===== config.mk =====
export PLATFORM = sky130hd
export DESIGN_NAME = pfba_word_unit
export DESIGN_NICKNAME = d
export VERILOG_FILES = /design/src/rtl/pfba_pkg.sv /design/src/rtl/pfba_word_unit.sv
export SDC_FILE = /design/constraint.sdc
export NUM_CORES = 1
export LEC_CHECK = 0
export ABC_AREA = 1
export BUFFER_PORTS_ARGS = -buffer_cell sky130_fd_sc_hd__buf_2
export CELL_PAD_IN_SITES_DETAIL_PLACEMENT = 1
export CELL_PAD_IN_SITES_GLOBAL_PLACEMENT = 1
export CORE_ASPECT_RATIO = 0.8
export CORE_MARGIN = 4
export CORE_UTILIZATION = 34
export DETAILED_ROUTE_END_ITERATION = 16
export GPL_TIMING_DRIVEN = 0
export PLACE_DENSITY_LB_ADDON = 0.1
export SYNTH_ARGS = -nofsm -noshare
export SYNTH_HDL_FRONTEND = slang
export SYNTH_SLANG_ARGS = --single-unit

===== constraint.sdc =====
create_clock -name vclk -period 7.5
set_input_delay 1.5 -clock vclk [all_inputs]
set_output_delay 1.5 -clock vclk [all_outputs]
set_load 0.02 [all_outputs]

===== src/rtl/pfba_pkg.sv =====
// Package for the page frame bitmap allocator.
// Holds sizes, operation and status codes, sequencer states and the word unit structs.
// No dependencies.
package pfba_pkg;

  localparam int MAX_WORDS = 1024;
  localparam int WORD_W    = 32;
  localparam int BIT_W     = $clog2(WORD_W);
  localparam int ADDR_W    = $clog2(MAX_WORDS);
  localparam int CFG_W     = 11;
  localparam int PAGE_W    = 15;
  localparam int OP_W      = 2;
  localparam int STATUS_W  = 2;

  localparam logic [CFG_W-1:0] CFG_RESET = CFG_W'(1024);
  localparam logic [CFG_W-1:0] MAX_COUNT = CFG_W'(MAX_WORDS);
  localparam logic [ADDR_W-1:0] LAST_ADDR = ADDR_W'(MAX_WORDS - 1);

  typedef enum logic [OP_W-1:0] {
    OP_ALLOC_PAGE  = 2'd0,
    OP_ALLOC_BLOCK = 2'd1,
    OP_FREE_PAGE   = 2'd2,
    OP_UNUSED      = 2'd3
  } op_t;

  typedef enum logic [STATUS_W-1:0] {
    STAT_OK    = 2'd0,
    STAT_NONE  = 2'd1,
    STAT_RANGE = 2'd2
  } stat_t;

  typedef enum logic [2:0] {
    S_CLEAR,
    S_IDLE,
    S_SCAN,
    S_FREE_RD,
    S_FREE_WR,
    S_DONE
  } state_t;

  typedef struct packed {
    op_t              op;
    logic [BIT_W-1:0] bit_sel;
  } unit_ctl_t;

  typedef struct packed {
    logic              hit;
    logic [BIT_W-1:0]  bit_idx;
    logic [WORD_W-1:0] new_word;
  } unit_res_t;

endpackage


===== src/rtl/pfba_word_unit.sv =====
// Shared word unit: tests one bitmap word and forms its updated value.
// Depends on pfba_pkg.
module pfba_word_unit (
  input  logic [pfba_pkg::WORD_W-1:0] word,
  input  pfba_pkg::unit_ctl_t         ctl,
  output pfba_pkg::unit_res_t         res
);

  logic [pfba_pkg::BIT_W-1:0] low_clear;

  always_comb begin
    low_clear = '0;
    for (int b = pfba_pkg::WORD_W - 1; b >= 0; b--) begin
      if (!word[b]) begin
        low_clear = pfba_pkg::BIT_W'(b);
      end
    end
  end

  always_comb begin
    res = '0;
    unique case (ctl.op)
      pfba_pkg::OP_ALLOC_PAGE: begin
        res.hit      = ~&word;
        res.bit_idx  = low_clear;
        res.new_word = word | (pfba_pkg::WORD_W'(1) << low_clear);
      end
      pfba_pkg::OP_ALLOC_BLOCK: begin
        res.hit      = ~|word;
        res.bit_idx  = '0;
        res.new_word = '1;
      end
      pfba_pkg::OP_FREE_PAGE: begin
        res.hit      = 1'b1;
        res.bit_idx  = ctl.bit_sel;
        res.new_word = word & ~(pfba_pkg::WORD_W'(1) << ctl.bit_sel);
      end
      default: begin
        res.hit      = 1'b0;
        res.bit_idx  = '0;
        res.new_word = word;
      end
    endcase
  end

endmodule


After elaboration in Yosys (flattened, before gate mapping)
Index checks and enable logic that the tools add are counted.
W data, S select, Z words.
{"block": "classes", "n_mux": 33, "n_reduce_logical": 5, "bitwise_logic": 3, "n_eq_ne": 2, "shifts": 2}
{"operator": "$mux W5", "count": 32}
{"operator": "$pmux W38 S3", "count": 1}
{"operator": "$shl A1 B5 Y32 const A", "count": 2}
{"operator": "$and A32 B32 Y32", "count": 1}
{"operator": "$not A32 Y32", "count": 1}
{"operator": "$or A32 B32 Y32", "count": 1}
{"operator": "$reduce_and A32 Y1", "count": 1}
{"operator": "$reduce_or A32 Y1", "count": 1}
{"operator": "$eq A2 B1 Y1 const B", "count": 1}
{"operator": "$eq A2 B2 Y1 const B", "count": 1}
{"operator": "$logic_not A1 Y1", "count": 2}
{"operator": "$logic_not A2 Y1", "count": 1}
{"block": "word_totals", "reg_bits": 0, "elab_cells": 45, "output_inout_bits": 38, "input_bits": 39}

Longest topological paths before layout
{"block": "logic_depth", "depth_word": 35, "mapped_depth": 37, "ltp_nobuf": 37}

Worst setup path before layout
OpenSTA, ideal clock, no wires.
{"block": "synth_path", "kind": "input-to-output", "start": "input port word[30] in the netlist's numbering", "end": "output port res[15] in the netlist's numbering", "setup_slack_ns": 2.521, "arrival_ns": 3.479, "required_ns": 6.000, "path_stages": 20, "path_buffers": 0, "path_cell_list": "nand2_1 -> nand3_1 -> a31o_1 -> a31oi_1 -> nor2_1 -> nor2_1 -> nor2_1 -> nor2_1 -> nor2_1 -> nor2_1 -> nor2_1 -> o21bai_1 -> nand3_1 -> inv_1 -> nand3_1 -> nor2_2 -> nand3_1 -> nand3_1 -> o21ai_1 -> o21ai_0"}
{"element": "from (decl)", "line": "pfba_word_unit.sv:4", "rtl": "input logic [pfba_pkg::WORD_W-1:0] word,"}
{"element": "to (decl)", "line": "pfba_word_unit.sv:6", "rtl": "output pfba_pkg::unit_res_t res"}

==> metrics.txt <==
pre-CTS setup slack=approximately 1700 ps; peak supply drop=~25 uV; drt pass-1 iters=5; RSZ-0062 raised after global routing=no; startpoint types=input pin; initial antenna violation count=0; Worst path top cell family by delay=simple AND/OR/NAND/NOR gates; Die Y=72.8 microns; die area=6490 sq um; Worst EP required=6000 ps; fraction of layout cells with a size suffix above 1=0.205; max-cap violations=0; Layout clock buffers=0; crit end category=primary output; final period utilization=0.780; Post-Place Cell Area=2240 sq um; worst-path maximum fanout=7; fmax=0.171 GHz; number of synthesis warnings=0; Worst Path Buf+Inv=3; DR iter-0 viols=263; core area=5040 sq um; Gates resized, CTS repair=0; # DRC=0; Total GRT Usage=0.309; number of diodes=0; pwr dens=about 66 nW/um^2; post-synthesis sequential area ratio=0; most frequent cells in the layout=nand2_1 (122), buf_2 (80), nor2_1 (39); Syn Area/Cell=4.78 sq um; placed cell count=511; Starting Density=0.355; Setup Crit Path Kind=input pin to primary output; seq_cells=0; Period minus WS final=5850 ps; leakage=0.00105 uW; synthesis-to-layout area growth=25.4%; Mapped Area=1790 sq um; Largest stage delay, worst path=about 350 ps; CTS Hold Buffers Added=0; Via density=6.06; CP cell instances=buf_2 -> nand2_1 -> nand3_1 -> a31o_1 -> a31oi_1 -> nor2_1 -> nor2_1 -> nor2_1 -> nor2_1 -> nor2_1 -> nor2_1 -> nor2_1 -> o21bai_1 -> nand3_1 -> inv_1 -> nand3_1 -> nor3_1 -> nand2_1 -> nand3_1 -> o21ai_1 -> nand2_1 -> buf_2; crit path DAT=4350 ps; PortBufs=75; Total Neg Setup Slack=0 ps; via count=3099; FF/Latch Area=0 sq um; non-filler cells, final=511; Critical-path top delay cell=nand3_1; Worst Slack Setup Final=about 1700 ps; Netlist cell types=30; Nets=490; Final Max Tran Viols=0; postcts setup bufs=0; RePlAce Congestion=roughly 0.96; aggregate routed wire length=10100 microns; wire per inst=19.7 microns; largest net degree at the start of global routing=11; final-report hold violation count=0; num rows=23; most common cell after layout, fill and taps aside=nand2_1; DP HPWL=8140 microns; design area=about 2200 sq um; I/O pins=77; Hold WC Path Type=input pin to primary output; most frequent CP cell=nor2_1; Least-Margin Pin Slew=roughly 750 ps; synthesized net count=413; Die Width=89.1 microns; final setup fails=0; Rel. slew slack=0.495; Final ANT Viol Nets=0; synthesized instance count=between 300 and 400; first-pass GRT wire length=roughly 16000 microns; status=complete, no violations; grt ovf=0; vias in the first global route=2878
==> Yosys cell counts, drive strengths merged <==
library cell,n,area [sq um]
o311ai,3,26.3
o31ai,2,15.0
a311oi,1,8.76
a31oi,5,31.3
o211ai,11,82.6
clkinv,3,11.3
inv,37,139
o221ai,4,35.0
nor2,42,170
o22ai,6,37.5
nor4,8,50.1
nand4,16,100
o21bai,6,45.0
clkbuf,12,45.0
a31o,1,8.76
nand2,126,498
o2111ai,3,26.3
a21oi,3,15.0
o21ai,21,105
nand3,38,203
or2,3,18.8
buf,5,25.0
nor3,18,90.1
==> tightest hold or removal path, cell delays in order <==
cell,delay [ps]
buf_2,130
nand2_1,70
nand2_1,50
buf_2,150
==> per-layer routing <==
| metal | routed length (microns) | part of all wire | global-route usage |
|---|---|---|---|
| met5 | 0 | 0 | 0 |
| met1 | 4810 | 0.48 | 0.480 |
| met4 | 148 | 0.015 | 0.0446 |
| met3 | 839 | 0.083 | 0.0158 |
| met2 | 4270 | 0.42 | 0.477 |
==> metrics by stage <==
| stage | hold slack, ps | power, uW | util |
|---|---|---|---|
| CTS | 3390 | 146 | 0.445 |
| detailed placement | 3390 | 146 | 0.445 |
| global placement | 3380 | 143 | 0.445 |
| global route | 3410 | 160 | 0.445 |
| finish | 3390 | 149 | 0.445 |
| floorplan | 3170 | 85.3 | - |
==> area by class of cell <==
cell class                      count  area, sq um
Timing Repair Buffer               75          375
Multi-Input combinational cell    317         1570
Fill cell                         828         2800
Inverter                           40          150
Buffer                             17         70.1
Tap cell                           62         77.6
==> kinds of logic (layout without fill, tap and decap cells) <==
group                  after synthesis  in the layout  synth area share
buffers and inverters               57            132             0.123
AOI/OAI and AO/OA                   66             66             0.244
and+or+nand+nor                    251            251             0.632
==> power breakdown <==
part,internal [uW],switching (uW),leakage [uW]
Combinational,44.5,104,0.00105
Sequential,0,0,0
Clock,0,0,0
Total,44.5,104,0.00105
==> final timing paths <==
kind / from / endpoint / slack, ps / cells after the start
setup / recovery: word[30] / res[11] / 1650 / 22
hold / removal: word[20] / res[20] / 3390 / 4
Power figures use the tool's default switching activity.
